### src/rtl/core/nmmd_pkg.sv
// Package for the new-moon minimum detector: shared constants, state types
// and the CORDIC angle table. No dependencies.
package nmmd_pkg;

  localparam int FRAC_BITS_DEF   = 30;
  localparam int COUNT_WIDTH_DEF = 16;

  localparam int IN_W    = 32;
  localparam int MAG_W   = 32;
  localparam int PHASE_W = 31;
  localparam int WIN_W   = 16;
  localparam int IDX_W   = 16;
  localparam int CFG_W   = 32;

  localparam logic signed [PHASE_W-1:0] PHASE_HALF_PI = 31'sd843314857;
  localparam int CORDIC_STEPS = 30;

  // configuration register indexes
  localparam logic [1:0] CFG_WINDOW    = 2'd0;
  localparam logic [1:0] CFG_RISE      = 2'd1;
  localparam logic [1:0] CFG_NEAR_ZERO = 2'd2;

  localparam logic [WIN_W-1:0] WINDOW_RESET = 16'd41760;

  typedef enum logic [3:0] {
    ST_IDLE, ST_LOAD, ST_NORM, ST_SQ, ST_ACC, ST_SQRT, ST_DIVGO, ST_DIV,
    ST_SUM, ST_MSQ, ST_MACC, ST_MSQRT, ST_PH, ST_OUT
  } ctl_state_t;

  typedef enum logic [1:0] {
    CD_IDLE, CD_NORM, CD_ITER, CD_FIN
  } cordic_state_t;

  // atan(2^-i) in Q2.29
  function automatic logic signed [31:0] cordic_angle(input logic [4:0] i);
    logic signed [31:0] a;
    case (i)
      5'd0:    a = 32'sd421657428;
      5'd1:    a = 32'sd248918915;
      5'd2:    a = 32'sd131521918;
      5'd3:    a = 32'sd66762579;
      5'd4:    a = 32'sd33510843;
      5'd5:    a = 32'sd16771758;
      5'd6:    a = 32'sd8387925;
      5'd7:    a = 32'sd4194219;
      5'd8:    a = 32'sd2097141;
      5'd9:    a = 32'sd1048575;
      5'd10:   a = 32'sd524288;
      default: a = 32'sd1 <<< (5'd29 - i);
    endcase
    return a;
  endfunction

endpackage

### src/rtl/core/nmmd_div.sv
// Restoring divider, one quotient bit per cycle, quotient of FRAC_BITS+1 bits.
// Depends on nmmd_pkg (import only).
module nmmd_div #(
  parameter int FRAC_BITS = nmmd_pkg::FRAC_BITS_DEF
) (
  input  logic             clk,
  input  logic             rst,
  input  logic             start,
  input  logic [63:0]      num,
  input  logic [31:0]      den,
  output logic [FRAC_BITS:0] quo,
  output logic             done
);
  import nmmd_pkg::*;

  localparam int CNT_W = $clog2(FRAC_BITS + 1);

  logic [63:0]      rem, dsh;
  logic [CNT_W-1:0] cnt;
  logic             busy;
  logic             fits;

  assign fits = rem >= dsh;

  always_ff @(posedge clk) begin
    if (rst) begin
      busy <= 1'b0;
      done <= 1'b0;
    end else begin
      done <= 1'b0;
      if (start) begin
        rem  <= num;
        dsh  <= {32'd0, den} << FRAC_BITS;
        quo  <= '0;
        cnt  <= CNT_W'(FRAC_BITS);
        busy <= 1'b1;
      end else if (busy) begin
        if (fits) rem <= rem - dsh;
        quo <= {quo[FRAC_BITS-1:0], fits};
        dsh <= dsh >> 1;
        cnt <= cnt - 1'b1;
        if (cnt == '0) begin
          busy <= 1'b0;
          done <= 1'b1;
        end
      end
    end
  end
endmodule

### config.mk
export PLATFORM = sky130hd
export DESIGN_NAME = nmmd_div
export DESIGN_NICKNAME = d
export VERILOG_FILES = /design/src/rtl/core/nmmd_pkg.sv /design/src/rtl/core/nmmd_div.sv
export SDC_FILE = /design/constraint.sdc
export NUM_CORES = 1
export LEC_CHECK = 0
export BUFFER_PORTS_ARGS = -buffer_cell sky130_fd_sc_hd__buf_2
export CORE_ASPECT_RATIO = 0.6
export CORE_MARGIN = 4
export CORE_UTILIZATION = 58
export CTS_CLUSTER_SIZE = 10
export DETAILED_ROUTE_END_ITERATION = 10
export GPL_ROUTABILITY_DRIVEN = 0
export PLACE_DENSITY = 0.88
export SYNTH_ARGS = -nofsm -noshare
export SYNTH_HDL_FRONTEND = slang
export SYNTH_SLANG_ARGS = --single-unit
### constraint.sdc
create_clock -name clk -period 17.9 [get_ports clk]
set_input_delay 1.79 -clock clk [delete_from_list [all_inputs] [get_ports clk]]
set_output_delay 1.79 -clock clk [all_outputs]
set_load 0.01 [all_outputs]
# Yosys cells after proc, flatten, opt, wreduce, memory -nomap -nowiden
# Index checks and enable logic that the tools add are counted.
# word_totals
inputBits	99
reg_bits	165
word_cells	29
out_inout_bits	32
# op_classes
order_cmp	1
reduce_logical	6
n_mux	11
n_bitwise	2
add_sub_neg	2
# ops
operator	n
two-way mux 64 bit	3
>= comparator 64 x 63 -> 1 bit	1
subtractor 64 x 63 -> 64 bit	1
two-way mux 63 bit	1
two-way mux 62 bit	1
two-way mux 31 bit	1
logical NOT 5 bit	1
two-way mux 5 bit	1
subtractor 5 x 1 -> 5 bit, second input constant	1
two-way mux 1 bit	4
nonzero test 2 bit	2
AND reduction 3 bit	1
OR reduction 3 bit	1
NOT 1 bit	2
AND reduction 2 bit	1

# Longest topological paths before layout
# logic_depth
word_depth	4
ltp_mapped	13
mapped_depth_nobuf	13

# Worst setup path before layout
# Ideal clock, no wire load.
# synth_timing
path_kind	input to register
from	input start
to	register rem[0], enable pin
n_path_buf	1
cell_stages	4
arrival_ns	5.523
required_ns	17.393
slack_ns	11.870
setup_time_ns	0.507
cell_sequence	clkbuf_1 > nor2_1 > or2_2 > a21oi_1
# synth_between
elab_chain_len	2
word_cells_on_any_way	3
classes_between	3 x reduce/logical
# synth_lines
element	line	text
from (decl)	nmmd_div.sv:8	input logic start,
nonzero test 2 bit (no source line)	n/a	
AND reduction 3 bit (no source line) *	n/a	
to (signal assigned)	nmmd_div.sv:32	rem <= num;
to (signal assigned)	nmmd_div.sv:38	if (fits) rem <= rem - dsh;
to (decl)	nmmd_div.sv:18	logic [63:0] rem, dsh;
# Mark *: on every way between the ends. The rest lies on a longest branch, timed or not.
# A chain may end at the register's enable or synchronous reset.

# Worst setup path in the final report
# layout_timing
from	register rem[21]
to	register rem[9], enable pin
# layout_between
elab_chain_len	3
# layout_lines
element	line	text
>= comparator 64 x 63 -> 1 bit	nmmd_div.sv:23	assign fits = rem >= dsh;
nonzero test 2 bit (no source line)	n/a	
AND reduction 3 bit (no source line)	n/a	
# Every way passes these cells.

==> key figures <==
Status
  • Status: finished, final reports clean

Critical path
  • CP cell instances: ha_1, nand4_1, or2_1, or3_1, o21bai_1, a21oi_1, o31ai_1, a21oi_1, o21ai_0, a21oi_4, buf_4
  • Reg-to-Reg End: rem[9]
  • Worst EP required: between 15 and 20 ns
  • Max stage delay on crit path: just over 0.8 ns
  • CP Class: flop to flop
  • Reg-to-reg slack, setup: roughly 13 ns
  • R2R depth: 11
  • WP data arrival: roughly 4.5 ns
  • Crit end category: flop
  • Slowest CP cell: a21oi_4
  • Crit-path max FO: 38
  • Reg2reg start: rem[21]
  • CP most frequent cell: a21oi_1
  • Worst Setup SP: rem[21]
  • CP Launch Type: flop

Clock tree
  • Clock tree root driver cell: clkbuf_16
  • # resized after CTS: 0
  • Cts bufs inserted: 17
  • H-tree Lvls: 4
  • CTS Sinks: between 150 and 200
  • Clk buf depth: 2
  • Post-CTS Hold Fix Bufs: 0
  • CTS tree: done
  • Setup Buffers After CTS: 0
  • Clock transition at path regs: 0.07 ns
  • Skew-Pair Late Insertion Delay: around 0.45 ns

Route
  • Post-DRT Antenna Nets: 0
  • DR pass1 iterations: 5
  • Routed WL: around 27,000 microns
  • # DRC: 0
  • Drt initial violations: 1,152
  • Via-to-Cell Ratio: between 6 and 7
  • Wirelength per Cell: 18.5 microns
  • Vias: between 8,000 and 9,000

STA
  • Final setup viols: 0
  • Least-Margin Pin Slew: approximately 0.94 ns
  • Slew headroom: roughly 37%
  • Fmax: 224 MHz
  • Hold Vio Cnt, Final: 0
  • Minimum clock period: 4.46 ns
  • Tcrit/Tclk final: roughly a quarter
  • Unrepaired setup endpoints after global routing: false
  • Final setup TNS: 0 ns
  • Pins Over Slew Limit: 0
  • Clock skew: between 0.009 and 0.01 ns

GRT
  • Initial antenna violation count: 0
  • Tot GR Track Use: around a quarter
  • First-pass GRT wire length: roughly 44,000 microns
  • Vias in the first global route: 8,384
  • Largest net degree at the start of global routing: ~100
  • Overflow after GRT: 0

Synthesis
  • Count leader, synth: edfxtp_1
  • Top cells by area, synth: edfxtp_1 (46%), ha_1 (7.4%), o21ai_0 (5.5%)
  • Post-Syn Nets: between 1,000 and 1,500
  • Synth Register Bits: 164
  • Syn Area/Cell: between 9 and 10 sq um
  • Post-synth top cells: edfxtp_1 (162), nand2_1 (151), o21ai_0 (116), nor2_1 (78)
  • Syn Std Cell Area: roughly 11,000 sq um
  • Synth Flop Type: edfxtp_1
  • Yosys top cell area share: 45.7%
  • Netlist cell types: 81
  • Post-synth ARST share: 0%
  • EDFF count, synth: approximately 160
  • Syn. warnings: 0
  • Seq/Total Area, Yosys: 46.1%
  • Post-synth top area cell: edfxtp_1
  • Synth Instances: around 1,100

Cells and area
  • Share of layout cells above drive strength 1: 16.4%
  • N_diodes: 0
  • Layout Cells excl Fill: approximately 1,500
  • Nets@finish: 1,376
  • Filler cell count in the final layout: roughly 1,400
  • Area Overhead vs Synth: 12.9%

Hold path
  • Worst hold path type: flop to flop
  • Hold_sp: busy
  • Worst Hold Endpoint: done
  • Hold path cells: 1

Floorplan
  • DIE AREA: approximately 21,000 sq um
  • Die Height: 113 microns
  • Die width: approximately 180 microns
  • Initial Util: 59.0%
  • Core ar.: 18,000 sq um
  • Row cnt: 38
  • I/O pin count: 131

Power and ir drop
  • Lkg Pwr: between 4 and 5 nW
  • Cell Pwr Density: about 100 nW/um^2
  • Max IR drop VDD: ~0.000077 V

Placement
  • Cells after DPL: 1,434
  • Dpl hpwl: ~20,000 microns
  • I/O Buffers: 130

Job
  • Max-Cap Viols: 0
[sequential cells by signal, summed over array words and instances (netlist names)]
| signal | count |
|---|---|
| rem | 64 |
| dsh | 62 |
| quo | 31 |
| cnt | 5 |
| busy | 1 |
| done | 1 |
[cells by family after synthesis]
kind of cell    count (synthesis)  synth area share, %
simple gates                  356                 15.4
compound gates                337                 20.6
flops                         164                 46.1
buf+inv                       135                 5.20
fa+ha+maj                      64                 7.60
xor+xnor                       56                 4.61
mux                             4                0.412
[per-layer routing]
| layer | vias to the layer above | wire (microns) | global-route usage (%) |
|---|---|---|---|
| li1 | 4218 | - | - |
| met1 | 4178 | 12400 | 40.2 |
| met2 | 525 | 11000 | 37.6 |
| met3 | 65 | 3130 | 7.55 |
| met4 | 0 | 631 | 7.29 |
| met5 | - | 0 | 0 |
[per-stage QoR]
| stage | hold WS, ns | utilization (%) | instance area, sq um | setup slack, ns | power, mW |
|---|---|---|---|---|---|
| after floorplan | 0.464 | - | 10600 | 11.87 | 0.719 |
| after global placement | 0.486 | 63.1 | 11400 | 13.26 | 0.788 |
| after detailed placement | 0.520 | 63.1 | 11400 | 13.13 | 0.799 |
| after CTS | 0.530 | 66.6 | 12000 | 13.44 | 1.20 |
| after global routing | 0.542 | 66.6 | 12000 | 13.11 | 1.26 |
| final | 0.534 | 66.6 | 12000 | 13.44 | 1.20 |
[power breakdown]
part           leakage (nW)  switching, mW  internal [mW]
logic                  3.10          0.206          0.122
registers              1.58         0.0113          0.465
clock network         0.304          0.163          0.235
[critical path: cells and delay by family (launching register included)]
family	cells	cell delay, ns
compound gates	6	1.78
simple gates	3	0.86
buf+inv	1	0.60
flops	1	0.39
fa+ha+maj	1	0.43
[cell type report]
| cell class | count | area [sq um] | share of cell area [%] |
|---|---|---|---|
| tap | 240 | 300 | 2.50 |
| inverter | 79 | 298 | 2.48 |
| timing repair buffer | 134 | 687 | 5.72 |
| clock inverter | 14 | 200 | 1.67 |
| sequential | 164 | 4900 | 40.9 |
| multi-input combinational | 817 | 5190 | 43.2 |
| clock buffer | 17 | 425 | 3.54 |
[placed cells by master (no fill, tap or decap), types with 5 or more instances in the layout]
cell,instances
o21a_1,8
ha_1,63
clkbuf_16,17
nand4_1,19
o21ai_1,6
o31ai_1,8
nand3_1,14
inv_1,76
nand2_1,151
nor2b_1,36
edfxtp_1,162
o21ai_0,116
nor3_1,23
a31oi_1,9
xor2_1,29
nor2_1,78
a21oi_1,76
o21bai_1,11
buf_2,129
and3_1,8
xnor2_1,27
a21o_1,40
nand2b_1,5
[how the worst max path moves through the flow]
stage / end / cells past startpoint
after floorplan: rem[0] / 4
after detailed placement: rem[38] / 4
after global placement: rem[37] / 4
after global routing: rem[36] / 11
final: rem[9] / 11
after CTS: rem[37] / 11
(Power assumes the default switching activity.)
