`src/rtl/core/nmmd_pkg.sv`:
```
// Package for the new-moon minimum detector: shared constants, state types
// and the CORDIC angle table. No dependencies.
package nmmd_pkg;

  localparam int FRAC_BITS_DEF   = 30;
  localparam int COUNT_WIDTH_DEF = 16;

  localparam int IN_W    = 32;
  localparam int MAG_W   = 32;
  localparam int PHASE_W = 31;
  localparam int WIN_W   = 16;
  localparam int IDX_W   = 16;
  localparam int CFG_W   = 32;

  localparam logic signed [PHASE_W-1:0] PHASE_HALF_PI = 31'sd843314857;
  localparam int CORDIC_STEPS = 30;

  // configuration register indexes
  localparam logic [1:0] CFG_WINDOW    = 2'd0;
  localparam logic [1:0] CFG_RISE      = 2'd1;
  localparam logic [1:0] CFG_NEAR_ZERO = 2'd2;

  localparam logic [WIN_W-1:0] WINDOW_RESET = 16'd41760;

  typedef enum logic [3:0] {
    ST_IDLE, ST_LOAD, ST_NORM, ST_SQ, ST_ACC, ST_SQRT, ST_DIVGO, ST_DIV,
    ST_SUM, ST_MSQ, ST_MACC, ST_MSQRT, ST_PH, ST_OUT
  } ctl_state_t;

  typedef enum logic [1:0] {
    CD_IDLE, CD_NORM, CD_ITER, CD_FIN
  } cordic_state_t;

  // atan(2^-i) in Q2.29
  function automatic logic signed [31:0] cordic_angle(input logic [4:0] i);
    logic signed [31:0] a;
    case (i)
      5'd0:    a = 32'sd421657428;
      5'd1:    a = 32'sd248918915;
      5'd2:    a = 32'sd131521918;
      5'd3:    a = 32'sd66762579;
      5'd4:    a = 32'sd33510843;
      5'd5:    a = 32'sd16771758;
      5'd6:    a = 32'sd8387925;
      5'd7:    a = 32'sd4194219;
      5'd8:    a = 32'sd2097141;
      5'd9:    a = 32'sd1048575;
      5'd10:   a = 32'sd524288;
      default: a = 32'sd1 <<< (5'd29 - i);
    endcase
    return a;
  endfunction

endpackage

```
`src/rtl/core/nmmd_sqrt.sv`:
```
// Bit-serial integer square root, one root bit per cycle.
// Depends on nmmd_pkg (import only).
module nmmd_sqrt (
  input  logic        clk,
  input  logic        rst,
  input  logic        start,
  input  logic [63:0] n,
  output logic [31:0] root,
  output logic        done
);
  import nmmd_pkg::*;

  logic [63:0] rem, r, b;
  logic        busy;
  logic [63:0] trial;

  assign trial = r + b;
  assign root  = r[31:0];

  always_ff @(posedge clk) begin
    if (rst) begin
      busy <= 1'b0;
      done <= 1'b0;
    end else begin
      done <= 1'b0;
      if (start) begin
        rem  <= n;
        r    <= '0;
        b    <= 64'd1 << 62;
        busy <= 1'b1;
      end else if (busy) begin
        if (rem >= trial) begin
          rem <= rem - trial;
          r   <= (r >> 1) + b;
        end else begin
          r <= r >> 1;
        end
        b <= b >> 2;
        if (b[1:0] != 2'b00) begin
          busy <= 1'b0;
          done <= 1'b1;
        end
      end
    end
  end
endmodule

```
`config.mk`:
```
export PLATFORM = sky130hd
export DESIGN_NAME = nmmd_sqrt
export DESIGN_NICKNAME = d
export VERILOG_FILES = /design/src/rtl/core/nmmd_pkg.sv /design/src/rtl/core/nmmd_sqrt.sv
export SDC_FILE = /design/constraint.sdc
export NUM_CORES = 1
export LEC_CHECK = 0
export ABC_AREA = 0
export CAP_MARGIN = 20
export CORE_MARGIN = 3
export CORE_UTILIZATION = 50
export CTS_BUF_LIST = sky130_fd_sc_hd__clkbuf_8
export DETAILED_ROUTE_END_ITERATION = 8
export DONT_BUFFER_PORTS = 1
export PLACE_DENSITY = 0.72
export SYNTH_ARGS = -nofsm -noshare
export SYNTH_HDL_FRONTEND = slang
export SYNTH_SLANG_ARGS = --single-unit
export TNS_END_PERCENT = 10
```
`constraint.sdc`:
```
create_clock -name clk -period 14.7 [get_ports clk]
set_input_delay 2.94 -clock clk [delete_from_list [all_inputs] [get_ports clk]]
set_output_delay 2.94 -clock clk [all_outputs]
set_load 0.1 [all_outputs]
```
After elaboration in Yosys (flattened, before gate mapping):

Cells that the tools add are included.

* register bits: 162
* bits in latches: 0
* memory bits (writable): 0
* bits in read-only memories: 0
* input bits: 67
* output and inout port bits: 33
* word-level logic and storage cells: 26
* memories kept: 0

* $add $sub $neg: 3
* multipliers: 0
* divide/modulo/power cells: 0
* magnitude comparators: 1
* eq/ne operators: 0
* shift-type cells: 0
* muxes and demuxes: 10
* bitwise operators: 2
* reductions and logical operators: 5

Operators by type and width (number)
* $mux W64: 5
* $add A63 B63 Y64: 1
* $add A64 B63 Y64: 1
* $ge A64 B64 Y1: 1
* $sub A64 B64 Y64: 1
* $mux W63: 1
* $mux W1: 4
* $reduce_bool A2 Y1: 2
* $reduce_and A3 Y1: 1
* $reduce_or A3 Y1: 1
* $not A1 Y1: 2
* $reduce_and A2 Y1: 1

Depth between registers and ports, before layout:

* depth after elaboration: 5
* depth in mapped cells: 25
* depth with buffers taken out: 21

Worst setup path before layout:

No wires, ideal clock.

* path kind: input-to-reg
* start: input start
* end: register rem[0], enable pin
* data arrival time: 12.481 ns
* data required time: 14.117 ns
* path slack: 1.636 ns
* cell stages on the path: 5
* path buffers: 2
* cell sequence: clkbuf_1 > buf_1 > nor2_1 > nor2_1 > a21boi_0

* cells in the longest elaborated chain, start to end: 2
* elaborated cells between the ends (all ways): 3
* classes of those cells: reduce/logical (3)

RTL lines
* from (decl): line nmmd_sqrt.sv:6 `input logic start,`
* $reduce_bool A2 Y1 (no source line)
* $reduce_and A3 Y1 (no source line) (*)
* to (signal assigned): line nmmd_sqrt.sv:27 `rem <= n;`
* to (signal assigned): line nmmd_sqrt.sv:33 `rem <= rem - trial;`
* to (decl): line nmmd_sqrt.sv:13 `logic [63:0] rem, r, b;`

Mark *: on every way between the ends. The rest lies on a longest branch, timed or not.
A chain may end at the register's enable or synchronous reset.

Final worst setup path:

* start: register r[2]
* end: register rem[13], enable pin

* cells in the longest elaborated chain, start to end: 4

RTL lines
* from (decl): line nmmd_sqrt.sv:13
* from (signal assigned): line nmmd_sqrt.sv:34 `r <= (r >> 1) + b;`
* from (signal assigned): line nmmd_sqrt.sv:36 `r <= r >> 1;`
* $add A64 B63 Y64: line nmmd_sqrt.sv:17 `assign trial = r + b;`
* $ge A64 B64 Y1: line nmmd_sqrt.sv:32 `if (rem >= trial) begin`
* $reduce_bool A2 Y1 (no source line)
* $reduce_and A3 Y1 (no source line)

Every way passes these cells.

==> qor.yml <==
sta:
  timing.fmax_mhz: 134
  fin_skew_ns: 0.0224
  drv_slew: 0
  finalHoldViolCount: 0
  rsz0062_at_grt: "no"
  fin_crit_sh_pct: 50.8
  tightest_slew_ns: 1.15
  setup_viol: 0
  setup_slack_ns: 7.23
  slew_headroom_pct: 23.5
  fin_crit_ns: 7.47
  fin_setup_tns_ns: 0
critical_path:
  crit_slowest_cell: "edfxtp_1"
  rr_endpoint: "rem[13]"
  start_kind: "register"
  crit_required_ns: 14.84
  r2r_slack_ns: 7.23
  rr_worst_depth: 22
  path_buf_inv: 3
  max_stage_delay_ns: 1.07
  cp.depth: 22
  endpoint_kind: "register"
  crit_type: "register to register"
  cp_cell_sequence: "ha_1 -> a31o_2 -> a31oi_1 -> nor4b_1 -> o21ai_0 -> a21oi_1 -> o211ai_1 -> a21oi_1 -> o21ai_0 -> xor2_1 -> ha_1 -> a21oi_1 -> o21ai_0 -> a21oi_1 -> o21ai_0 -> a221o_1 -> a221o_1 -> buf_4 -> nor2_2 -> buf_4 -> a21boi_4 -> buf_4"
  critPathTopFamily: "compound AO/OA/AOI/OAI gates"
  crit_fanout: 64
  worstPathArrival_ns: 7.61
  worstReg2RegStart: "r[2]"
global_routing:
  grt_pass1_wl_microns: 71600
  track_usage_pct: 26.3
  grt_pass1_vias: 13700
  grt_max_degree: 214
  overflow: 0
  antenna_found_initial: 0
die:
  io-pin-count: 100
  start_util_pct: 51.5
  rows: 64
  core-area_sq_mm: 0.0310
  die-height_microns: 185
  die_area_sq_mm: 0.0341
  die_x_microns: 185
clocking:
  post_cts_buffers: 0
  ctsHoldBuffers: 0
  htree_levels: 4
  root_buffer: "clkbuf_8"
  cts.repair.resized: 0
  cts_tree: "yes"
  cts.sinks: 162
  clkTransAtPathRegs_ns: 0.11
  clk_path_buf_depth: 2
  clkLatencyLatePin_ns: 0.52
  cts_inserted_buffers: 17
place:
  gp_congestion: 0.949
  port_buffers: 0
  hpwlAfterDp_microns: 34500
  pre_cts_ws_ns: 7.36
synthesis:
  synth_common_cells: "206 x nand2_1, 170 x nor2_1, 160 x edfxtp_1"
  synth_edf_count: 160
  synth_top_area_share_pct: 30.1
  synth_area_sq_mm: 0.0160
  syn-num-nets: 2085
  yosysWarnings: 0
  synth_most_common_cell: "nand2_1"
  avgSynthCellArea_sq_um: 8.46
  ys_types: 83
  async_flop_share_pct: 0
  yosys.area.top_type: "edfxtp_1"
  ys_seq_area_share_pct: 30.4
  ys_ff_latch: 162
  synth.area.top_cells: "edfxtp_1 30%, ha_1 10%, xor2_1 4.9%"
  ys.flop_type: "edfxtp_1"
  synthCells: 1887
worst_hold_path:
  hold_depth: 1
  min_to: "done"
  hp-class: "register to register"
  hold_start: "busy"
route:
  drcViolationCount: 0
  vias: 14300
  drtPass1Iterations: 7
  drt-initial-drc-count: 1012
  ant_nets: 0
  post_drt_wl_per_cell_microns: 20.3
  drt-total-wl_microns: 45500
  avgViaCountPerCell: 6.39
outcome:
  status: "finished clean"
layout:
  fin_nets: 2024
  area_growth_syn_to_layout_pct: 3.82
  seqCellArea_sq_mm: 0.00484
  multi_input_comb_area_sq_mm: 0.0104
  num-fill-cells: 2975
  num_antenna_cells: 0
  drive_above_1_share_pct: 6.53
power:
  pwr-share-seq_pct: 32.2
  power_frac_clock_pct: 17.9
  vdd_drop_max_mv: 0.0655
  leakagePower_nw: 6.13
  p_per_area_mw_per_mm2: 120
  swShare_pct: 45.1
  power.switching_mw: 0.893
  p_comb_share_pct: 49.9
  p_int_mw: 1.09
flow_run:
  maxCapViolations: 0
power groups by stage:
stage | logic, mW | clock network, mW | registers, mW
6_report | 0.988 | 0.356 | 0.638
3_3_place_gp | 0.961 | 0 | 0.649
3_5_place_dp | 0.972 | 0 | 0.649
4_1_cts | 0.977 | 0.360 | 0.640
5_1_grt | 1.09 | 0.375 | 0.643
2_1_floorplan | 0.797 | 0 | 0.627
metrics by stage:
| step | power [mW] | cell area, sq um | hold slack, ns | cells | util (%) |
|---|---|---|---|---|---|
| finish | 1.98 | 16600 | 0.484 | 2235 | 53.5 |
| global route | 2.11 | 16600 | 0.494 | 2235 | 53.5 |
| CTS | 1.98 | 16500 | 0.484 | 2233 | 53.3 |
| detailed placement | 1.62 | 16100 | 0.468 | 2201 | 52.0 |
| global placement | 1.61 | 16100 | 0.467 | 2201 | 52.0 |
| floorplan | 1.42 | 16000 | 0.460 | 1887 | - |
sequential cells by signal, summed over array words and instances, names as in the netlist:
signal and flops:
done 1, busy 1, rem 64, r 64, b 32
worst max path at each step:
stage                     startpoint  slack [ns]      end
after CTS                       r[0]        7.32  rem[15]
after global routing            r[0]        6.69  rem[11]
final                           r[2]        7.23  rem[13]
after global placement          r[2]        7.44  rem[51]
after floorplan                start        1.64   rem[0]
after detailed placement        r[0]        7.36  rem[15]
per-layer routing:
| metal | wire length [microns] | vias to the layer above | GRT usage, % |
|---|---|---|---|
| met4 | 1620 | 0 | 10.0 |
| met5 | 0 | - | 0 |
| met1 | 18800 | 6752 | 32.3 |
| met3 | 2790 | 107 | 4.52 |
| met2 | 22300 | 495 | 46.1 |
| li1 | - | 6919 | - |
cell families after synthesis:
group | Yosys count | share of synthesized area [%]
simple gates | 658 | 19.6
compound gates | 617 | 26.0
flops | 162 | 30.4
xor+xnor | 159 | 8.73
buf+inv | 155 | 4.69
fa+ha+maj | 131 | 10.3
mux | 5 | 0.345
placed cells by master, fill, tap and decap left out, types with 6 or more instances in the layout:
cell	n
nor3_1	42
nor4_1	10
xnor2_1	69
or3_1	18
edfxtp_1	160
nand2b_1	15
buf_4	33
nand2_1	206
clkbuf_8	17
inv_1	39
a21boi_0	7
nor2b_1	47
o21ai_0	156
a21o_1	45
o21bai_1	48
o31ai_1	11
and4_1	9
and2_1	17
ha_1	130
xor2_1	90
a311oi_1	8
o22ai_1	7
o211ai_1	12
nand3_1	39
o21a_1	23
and3_1	13
a31oi_1	59
a211oi_1	23
o31a_1	6
nand4_1	48
nor2_1	169
a211oi_2	19
a31o_2	10
a21oi_1	118
cell type report:
class | count | area share (%)
Multi-Input combinational cell | 1570 | 62.7
Sequential cell | 162 | 29.2
Tap cell | 396 | 2.99
Timing Repair Buffer | 35 | 1.73
Clock buffer | 17 | 1.41
Clock inverter | 15 | 1.04
Inverter | 40 | 0.906
(Power assumes the default switching activity.)
