File: src/rtl/core/nmmd_pkg.sv
// Package for the new-moon minimum detector: shared constants, state types
// and the CORDIC angle table. No dependencies.
package nmmd_pkg;

  localparam int FRAC_BITS_DEF   = 30;
  localparam int COUNT_WIDTH_DEF = 16;

  localparam int IN_W    = 32;
  localparam int MAG_W   = 32;
  localparam int PHASE_W = 31;
  localparam int WIN_W   = 16;
  localparam int IDX_W   = 16;
  localparam int CFG_W   = 32;

  localparam logic signed [PHASE_W-1:0] PHASE_HALF_PI = 31'sd843314857;
  localparam int CORDIC_STEPS = 30;

  // configuration register indexes
  localparam logic [1:0] CFG_WINDOW    = 2'd0;
  localparam logic [1:0] CFG_RISE      = 2'd1;
  localparam logic [1:0] CFG_NEAR_ZERO = 2'd2;

  localparam logic [WIN_W-1:0] WINDOW_RESET = 16'd41760;

  typedef enum logic [3:0] {
    ST_IDLE, ST_LOAD, ST_NORM, ST_SQ, ST_ACC, ST_SQRT, ST_DIVGO, ST_DIV,
    ST_SUM, ST_MSQ, ST_MACC, ST_MSQRT, ST_PH, ST_OUT
  } ctl_state_t;

  typedef enum logic [1:0] {
    CD_IDLE, CD_NORM, CD_ITER, CD_FIN
  } cordic_state_t;

  // atan(2^-i) in Q2.29
  function automatic logic signed [31:0] cordic_angle(input logic [4:0] i);
    logic signed [31:0] a;
    case (i)
      5'd0:    a = 32'sd421657428;
      5'd1:    a = 32'sd248918915;
      5'd2:    a = 32'sd131521918;
      5'd3:    a = 32'sd66762579;
      5'd4:    a = 32'sd33510843;
      5'd5:    a = 32'sd16771758;
      5'd6:    a = 32'sd8387925;
      5'd7:    a = 32'sd4194219;
      5'd8:    a = 32'sd2097141;
      5'd9:    a = 32'sd1048575;
      5'd10:   a = 32'sd524288;
      default: a = 32'sd1 <<< (5'd29 - i);
    endcase
    return a;
  endfunction

endpackage

File: src/rtl/core/nmmd_cordic.sv
// Vectoring CORDIC arctangent, one micro-rotation per cycle, with
// pre-normalization and the zero-axis special cases. Depends on nmmd_pkg.
module nmmd_cordic #(
  parameter int SUM_W = nmmd_pkg::FRAC_BITS_DEF + 3
) (
  input  logic                                clk,
  input  logic                                rst,
  input  logic                                start,
  input  logic signed [SUM_W-1:0]             sx,
  input  logic signed [SUM_W-1:0]             sy,
  output logic signed [nmmd_pkg::PHASE_W-1:0] phase,
  output logic                                done
);
  import nmmd_pkg::*;

  cordic_state_t     state, state_next;
  logic signed [63:0] x, y;
  logic signed [31:0] z;
  logic [4:0]        i;
  logic              neg;
  logic [SUM_W-1:0]  ax, ay;
  logic [63:0]       xy_or;
  logic signed [63:0] xs, ys;
  logic signed [31:0] ang, zc;

  assign ax    = sx[SUM_W-1] ? SUM_W'(-sx) : SUM_W'(sx);
  assign ay    = sy[SUM_W-1] ? SUM_W'(-sy) : SUM_W'(sy);
  assign xy_or = x | y;
  assign xs    = x >>> i;
  assign ys    = y >>> i;
  assign ang   = cordic_angle(i);
  assign zc    = (z < 0) ? 32'sd0 :
                 (z > 32'(PHASE_HALF_PI)) ? 32'(PHASE_HALF_PI) : z;

  always_comb begin
    state_next = state;
    case (state)
      CD_IDLE: if (start && sy != '0 && sx != '0) state_next = CD_NORM;
      CD_NORM: if (xy_or >= (64'd1 << 60)) state_next = CD_ITER;
      CD_ITER: if (i == 5'(CORDIC_STEPS - 1)) state_next = CD_FIN;
      CD_FIN:  state_next = CD_IDLE;
      default: state_next = CD_IDLE;
    endcase
  end

  always_ff @(posedge clk) begin
    if (rst) state <= CD_IDLE;
    else     state <= state_next;
  end

  always_ff @(posedge clk) begin
    if (rst) begin
      done <= 1'b0;
    end else begin
      done <= 1'b0;
      case (state)
        CD_IDLE: if (start) begin
          if (sy == '0) begin
            phase <= '0;
            done  <= 1'b1;
          end else if (sx == '0) begin
            phase <= sy[SUM_W-1] ? -PHASE_HALF_PI : PHASE_HALF_PI;
            done  <= 1'b1;
          end
          x   <= 64'(ax);
          y   <= 64'(ay);
          z   <= '0;
          i   <= '0;
          neg <= sx[SUM_W-1] ^ sy[SUM_W-1];
        end
        CD_NORM: begin
          if (xy_or < (64'd1 << 52)) begin
            x <= x <<< 8;
            y <= y <<< 8;
          end else if (xy_or < (64'd1 << 60)) begin
            x <= x <<< 1;
            y <= y <<< 1;
          end
        end
        CD_ITER: begin
          if (y > 0) begin
            x <= x + ys;
            y <= y - xs;
            z <= z + ang;
          end else begin
            x <= x - ys;
            y <= y + xs;
            z <= z - ang;
          end
          i <= i + 1'b1;
        end
        CD_FIN: begin
          phase <= neg ? PHASE_W'(-zc) : PHASE_W'(zc);
          done  <= 1'b1;
        end
        default: ;
      endcase
    end
  end
endmodule

File: config.mk
export PLATFORM = sky130hd
export DESIGN_NAME = nmmd_cordic
export DESIGN_NICKNAME = d
export VERILOG_FILES = /design/src/rtl/core/nmmd_pkg.sv /design/src/rtl/core/nmmd_cordic.sv
export SDC_FILE = /design/constraint.sdc
export NUM_CORES = 2
export LEC_CHECK = 0
export BUFFER_PORTS_ARGS = -buffer_cell sky130_fd_sc_hd__buf_2
export CAP_MARGIN = 15
export CORE_MARGIN = 8
export CORE_UTILIZATION = 46
export DETAILED_ROUTE_END_ITERATION = 6
export GPL_TIMING_DRIVEN = 1
export PLACE_DENSITY = 0.61
export RECOVER_POWER = 100
export SYNTH_ARGS = -nofsm -noshare
export SYNTH_HDL_FRONTEND = slang
export SYNTH_SLANG_ARGS = --single-unit
File: constraint.sdc
create_clock -name clk -period 46.4 [get_ports clk]
set_input_delay 9.28 -clock clk [delete_from_list [all_inputs] [get_ports clk]]
set_output_delay 9.28 -clock clk [all_outputs]
set_load 0.02 [all_outputs]
### After elaboration in Yosys (flattened, before gate mapping)

Cells that the tools add are included.
W data, S select, Z words.

* flip-flop bits (word level): 200
* bits in latches: 0
* memory bits (writable): 0
* memory bits (read-only): 0
* input bits: 69
* output and inout bits: 32
* word-level logic and storage cells: 101
* memories: 0

* add/subtract/negate cells: 11
* multipliers: 0
* div/mod/pow operators: 0
* $lt $le $gt $ge: 6
* equal/unequal tests: 20
* shift-type cells: 3
* multiplexer cells: 34
* bitwise operators: 3
* reduce and logical (&&, ||, !) cells: 16

Operators by type and width (number)
* $mux W64: 8
* $pmux W64 S3: 2
* $pmux W32 S11: 1
* $mux W31: 7
* $add A64 B64 Y64: 2
* $sshr A64 B5 Y64: 2
* $sub A64 B64 Y64: 2
* $logic_not A33 Y1: 2
* $mux W33: 2
* $neg A33 Y33: 2
* $reduce_bool A33 Y1: 2
* $ge A64 B61 Y1 const B: 1
* $gt A64 B1 Y1 const B: 1
* $lt A64 B53 Y1 const B: 1
* $lt A64 B61 Y1 const B: 1
* $mux W32: 2
* $or A64 B64 Y64: 1
* $pmux W32 S2: 1
* $pmux W31 S2: 1
* $add A32 B32 Y32: 1
* $gt A32 B31 Y1 const B: 1
* $lt A32 B1 Y1 const B: 1
* $sshl A2 B5 Y32 const A: 1
* $sub A32 B32 Y32: 1
* other kinds (27): 47

### Depth between registers and ports, before layout

* depth in word-level cells: 6
* mapped depth: 35
* gate-level depth less buffers: 27

### Worst setup path after synthesis

Ideal clock, no wire load.

* path kind: input to register
* start: input port rst
* end: register x[0], enable pin
* setup time: 1.294 ns
* arrival: 29.015 ns
* data required time: 45.106 ns
* setup slack: 16.091 ns
* stages: 1
* path buffers: 0
* cell sequence: a2111oi_0

* word-level cells in the longest chain between the ends: 2

Ends and longest elaborated chain
* start: declaration: RTL line nmmd_cordic.sv:7 `input logic rst,`
* $not A1 Y1 (no source line)
* $reduce_and A4 Y1 (no source line)
* end signal: assignment: RTL line nmmd_cordic.sv:65 `x <= 64'(ax);`
* end signal: assignment: RTL line nmmd_cordic.sv:73 `x <= x <<< 8;`
* end signal: assignment: RTL line nmmd_cordic.sv:76 `x <= x <<< 1;`
* end: declaration: RTL line nmmd_cordic.sv:17 `logic signed [63:0] x, y;`

Every way passes these cells.
A chain may end at the register's enable or synchronous reset.

### Final worst setup path

* start: input port start
* end: register y[24], enable pin

* word-level cells in the longest chain between the ends: 2

Ends and longest elaborated chain
* start: declaration: RTL line nmmd_cordic.sv:8 `input logic start,`
* $ne A2 B2 Y1 (no source line)
* $reduce_and A4 Y1 (no source line)
* end signal: assignment: RTL line nmmd_cordic.sv:66 `y <= 64'(ay);`
* end signal: assignment: RTL line nmmd_cordic.sv:74 `y <= y <<< 8;`
* end signal: assignment: RTL line nmmd_cordic.sv:77 `y <= y <<< 1;`
* end: declaration: RTL line nmmd_cordic.sv:17

Every way passes these cells.

==> metrics.txt <==
# TYPE chip_impl_metric gauge
chip_impl_metric{name="register_area_share_after_synthesis",unit="%"} 17.1
chip_impl_metric{name="grt_max_degree",unit=""} 129
chip_impl_info{name="result_of_the_run",value="complete, but fails checks"} 1
chip_impl_metric{name="num_io_pins",unit=""} 101
chip_impl_metric{name="portion_of_netlist_area_occupied_by_mux_cells",unit="%"} 19.3
chip_impl_metric{name="finalClockSkew",unit="ns"} 0.0270
chip_impl_metric{name="grt_pass1_vias",unit=""} 32900
chip_impl_metric{name="min_period_over_period",unit="%"} 33.7
chip_impl_info{name="critical_path_start_type",value="input pin"} 1
chip_impl_metric{name="cellLeakagePower",unit="nW"} 13.3
chip_impl_metric{name="hold_fix_buffers_at_cts",unit=""} 0
chip_impl_metric{name="die_w",unit="um"} 292
chip_impl_metric{name="rows",unit=""} 101
chip_impl_metric{name="num_vias",unit=""} 35400
chip_impl_metric{name="cts-htree-levels",unit=""} 4
chip_impl_metric{name="globalRouteMet1Util",unit="%"} 40.0
chip_impl_metric{name="drt.antenna.violating_nets",unit=""} 0
chip_impl_metric{name="start_util",unit="%"} 46.2
chip_impl_metric{name="async_flop_share",unit="%"} 0
chip_impl_metric{name="fillCellCount",unit=""} 7489
chip_impl_metric{name="preCtsSetupSlack",unit="ns"} 32.92
chip_impl_metric{name="regToRegSetupSlack",unit="ns"} 33.28
chip_impl_metric{name="drt_pass1_iterations",unit=""} 6
chip_impl_metric{name="tritoncts.num_buffers",unit=""} 17
chip_impl_metric{name="mappedNetlistArea",unit="mm2"} 0.0350
chip_impl_metric{name="ir_drop",unit="uV"} 41.8
chip_impl_metric{name="timing.setup.tns",unit="ns"} 0
chip_impl_metric{name="port_buffers",unit=""} 100
chip_impl_metric{name="synth.ff_latch_count",unit=""} 200
chip_impl_metric{name="synth.lib_cells_used.distinct",unit=""} 104
chip_impl_metric{name="postCtsResizedCells",unit=""} 0
chip_impl_metric{name="synth_compound_gate_area_share",unit="%"} 25.4
chip_impl_metric{name="avgViaCountPerCell",unit=""} 6.89
chip_impl_metric{name="die_area",unit="mm2"} 0.0852
chip_impl_metric{name="final_net_count",unit=""} 4413
chip_impl_metric{name="final-max-slew-violation-count",unit=""} 389
chip_impl_metric{name="drc",unit=""} 0
chip_impl_metric{name="hpwl",unit="um"} 102000
chip_impl_metric{name="ys.warnings.count",unit=""} 0
chip_impl_metric{name="synthesis_to_layout_area_growth",unit="%"} 4.29
chip_impl_metric{name="power.density_cell_area",unit="mW/mm2"} 92.8
chip_impl_metric{name="grt_antenna_before_repair",unit=""} 1
chip_impl_metric{name="synth_enable_flop_cells",unit=""} 197
chip_impl_info{name="cts_root_buffer",value="clkbuf_16"} 1
chip_impl_info{name="setup.worst_path.end_class",value="flip-flop"} 1
chip_impl_info{name="gr-max-usage-layer",value="met2"} 1
chip_impl_metric{name="synth_nets",unit=""} 4532
chip_impl_metric{name="initialDrtViolationCount",unit=""} 4604
chip_impl_metric{name="relSlewSlack",unit="%"} -417
chip_impl_info{name="worst_hold_path_type",value="flip-flop to flip-flop"} 1
chip_impl_info{name="synth-main-ff-cell",value="edfxtp_1"} 1
chip_impl_metric{name="cts_post_setup_buffers_inserted",unit=""} 0
chip_impl_info{name="rsz_0062_raised_after_global_routing",value="no"} 1
chip_impl_metric{name="grt.met2_usage",unit="%"} 47.5
chip_impl_metric{name="worst-endpoint-arrival",unit="ns"} 15.53
chip_impl_metric{name="setup_viol",unit=""} 0
chip_impl_metric{name="cp_max_fo",unit=""} 128
chip_impl_info{name="violations_in_the_final_reports",value="capacitance limit, slew limit"} 1
chip_impl_metric{name="syn_inst",unit=""} 4269
chip_impl_metric{name="tritoncts_num_sinks",unit=""} 200
chip_impl_metric{name="gp_routability_congestion",unit=""} 1.03
chip_impl_metric{name="track_usage",unit="%"} 30.6
chip_impl_metric{name="grtUsageMet3",unit="%"} 6.59
chip_impl_metric{name="drt_wirelength",unit="um"} 136000
chip_impl_metric{name="grt-ovfl-total",unit=""} 0
chip_impl_metric{name="core_area",unit="mm2"} 0.0757
chip_impl_info{name="synth_top_family_by_area",value="compound AO/OA/AOI/OAI gates"} 1
chip_impl_metric{name="simple_gate_share_of_the_synthesized_area",unit="%"} 17.9
chip_impl_metric{name="worstSkewPairLatency",unit="ns"} 0.54
chip_impl_metric{name="setup_ws_final",unit="ns"} 30.77
chip_impl_info{name="worst-setup-path-type",value="input pin to flip-flop"} 1
chip_impl_metric{name="worst-slew-pin-transition",unit="ns"} 7.76
chip_impl_metric{name="syn_avg_cell_area",unit="um2"} 8.20
chip_impl_metric{name="route.detailed.wl_per_inst",unit="um"} 26.5
chip_impl_metric{name="max_cap_viols",unit=""} 8
chip_impl_metric{name="synth-adder-area-share",unit="%"} 7.00
chip_impl_metric{name="crit_required",unit="ns"} 46.31
chip_impl_metric{name="grt_pass1_wl",unit="um"} 205000
chip_impl_metric{name="final-hold-violation-count",unit=""} 0
chip_impl_metric{name="clock_path_buffers",unit=""} 2
chip_impl_metric{name="cts.reportedPaths.clkPinSlew",unit="ns"} 0.09
chip_impl_metric{name="final_layout_size_suffix_gt1_share",unit="%"} 11.6
chip_impl_metric{name="fmaxAchievable",unit="MHz"} 64.0
chip_impl_metric{name="final_period_minus_worst_setup_slack",unit="ns"} 15.63
chip_impl_metric{name="die_height",unit="um"} 292
chip_impl_metric{name="yosys.area_share.xor_xnor",unit="%"} 8.83
chip_impl_info{name="cts_tree",value="done"} 1
## flip-flops by register name, summed over array words and instances, names as in the netlist
register	cells
x	64
done	1
neg	1
z	32
phase	31
y	64
state	2
i	5
## metrics by stage
step / hold WS (ns) / std cells / power, mW / utilization (%) / area, um2
floorplan: 0.529 / 4269 / 2.44 / - / 35000
global placement: 0.584 / 5108 / 3.12 / 47.5 / 36000
detailed placement: 0.593 / 5108 / 3.12 / 47.5 / 36000
CTS: 0.609 / 5140 / 3.32 / 48.4 / 36600
global route: 0.654 / 5141 / 3.63 / 48.2 / 36500
finish: 0.607 / 5142 / 3.39 / 48.2 / 36500
## where the power goes
group	switching (mW)	internal, mW
combinational	1.66	1.08
clock	0.0996	0.0761
sequential	0.159	0.308
## area by class of cell
type	instances	area, um2	share of cell area (%)
well taps	978	1220	3.35
flip-flops and latches	200	5980	16.4
inverters	89	339	0.929
multi-input cells	3693	27500	75.3
clock buffers	17	425	1.17
diodes	1	2.50	0.00685
clock inverters	15	223	0.610
repair buffers	149	817	2.24
## metal layers
layer	up-vias	routed length [um]
li1	16100	-
met4	0	8210
met1	17000	55200
met5	-	0
met2	1928	59600
met3	358	13200
## worst max-delay path, cell delays in order
cell and delay [ns]:
clkbuf_1 0.15, inv_1 0.08, a2111oi_0 0.40, clkbuf_1 5.38
## path summary, 6_finish.rpt
kind,from,depth (start not counted),to
setup / recovery,start,4,y[24]$_DFFE_PP_
hold / removal,state[1]$_SDFFE_PP0P_,2,state[1]$_SDFFE_PP0P_
setup reg to reg,i[1]$_SDFFCE_PN0P_,23,x[57]$_DFFE_PP_
hold reg to reg,state[1]$_SDFFE_PP0P_,2,state[1]$_SDFFE_PP0P_
## cell usage in the layout (no fill, tap or decap), drive strengths merged, types with 16 or more instances in the layout
master | synthesis | final
xnor2 | 223 | 223
xor2 | 130 | 130
nor3b | 21 | 21
a22o | 16 | 16
or4 | 16 | 16
a21o | 90 | 90
mux2i | 174 | 174
o21ai | 234 | 234
o211ai | 36 | 36
o22ai | 69 | 69
mux2 | 139 | 139
o21a | 39 | 39
clkbuf | 176 | 66
nand4 | 32 | 32
o41ai | 18 | 18
and2 | 37 | 37
and3 | 32 | 32
nand2 | 435 | 435
inv | 86 | 93
nor2b | 37 | 37
nor4 | 37 | 37
ha | 191 | 191
a221oi | 16 | 16
a22oi | 74 | 74
edfxtp | 197 | 197
o31ai | 51 | 51
a31oi | 61 | 61
o21bai | 36 | 36
mux4 | 153 | 153
nor3 | 102 | 102
or3 | 33 | 33
or2 | 21 | 21
nand2b | 48 | 48
nand3 | 81 | 81
buf | 111 | 100
a21oi | 400 | 400
nor2 | 337 | 337
a211oi | 43 | 43
## kinds of logic after synthesis
family | after synthesis
multiplexers | 466
AO/OA/AOI/OAI | 1366
flip-flops | 200
buffers and inverters | 376
XOR/XNOR | 353
AND/OR/NAND/NOR | 1314
adder cells (fa/ha/maj) | 194
## Yosys cell counts (all sizes together) (111+ instances only)
| library cell | number | share of area (%) |
|---|---|---|
| buf | 111 | 1.7 |
| xor2 | 130 | 3.3 |
| mux4 | 153 | 9.8 |
| ha | 191 | 6.8 |
| xnor2 | 223 | 5.6 |
| mux2 | 139 | 4.5 |
| nand2 | 435 | 4.7 |
| o21ai | 234 | 3.3 |
| edfxtp | 197 | 17 |
| mux2i | 174 | 5.0 |
| a21oi | 400 | 5.7 |
| nor2 | 337 | 3.6 |
| clkbuf | 176 | 1.9 |
No activity file was read; power rests on OpenSTA's default activity.
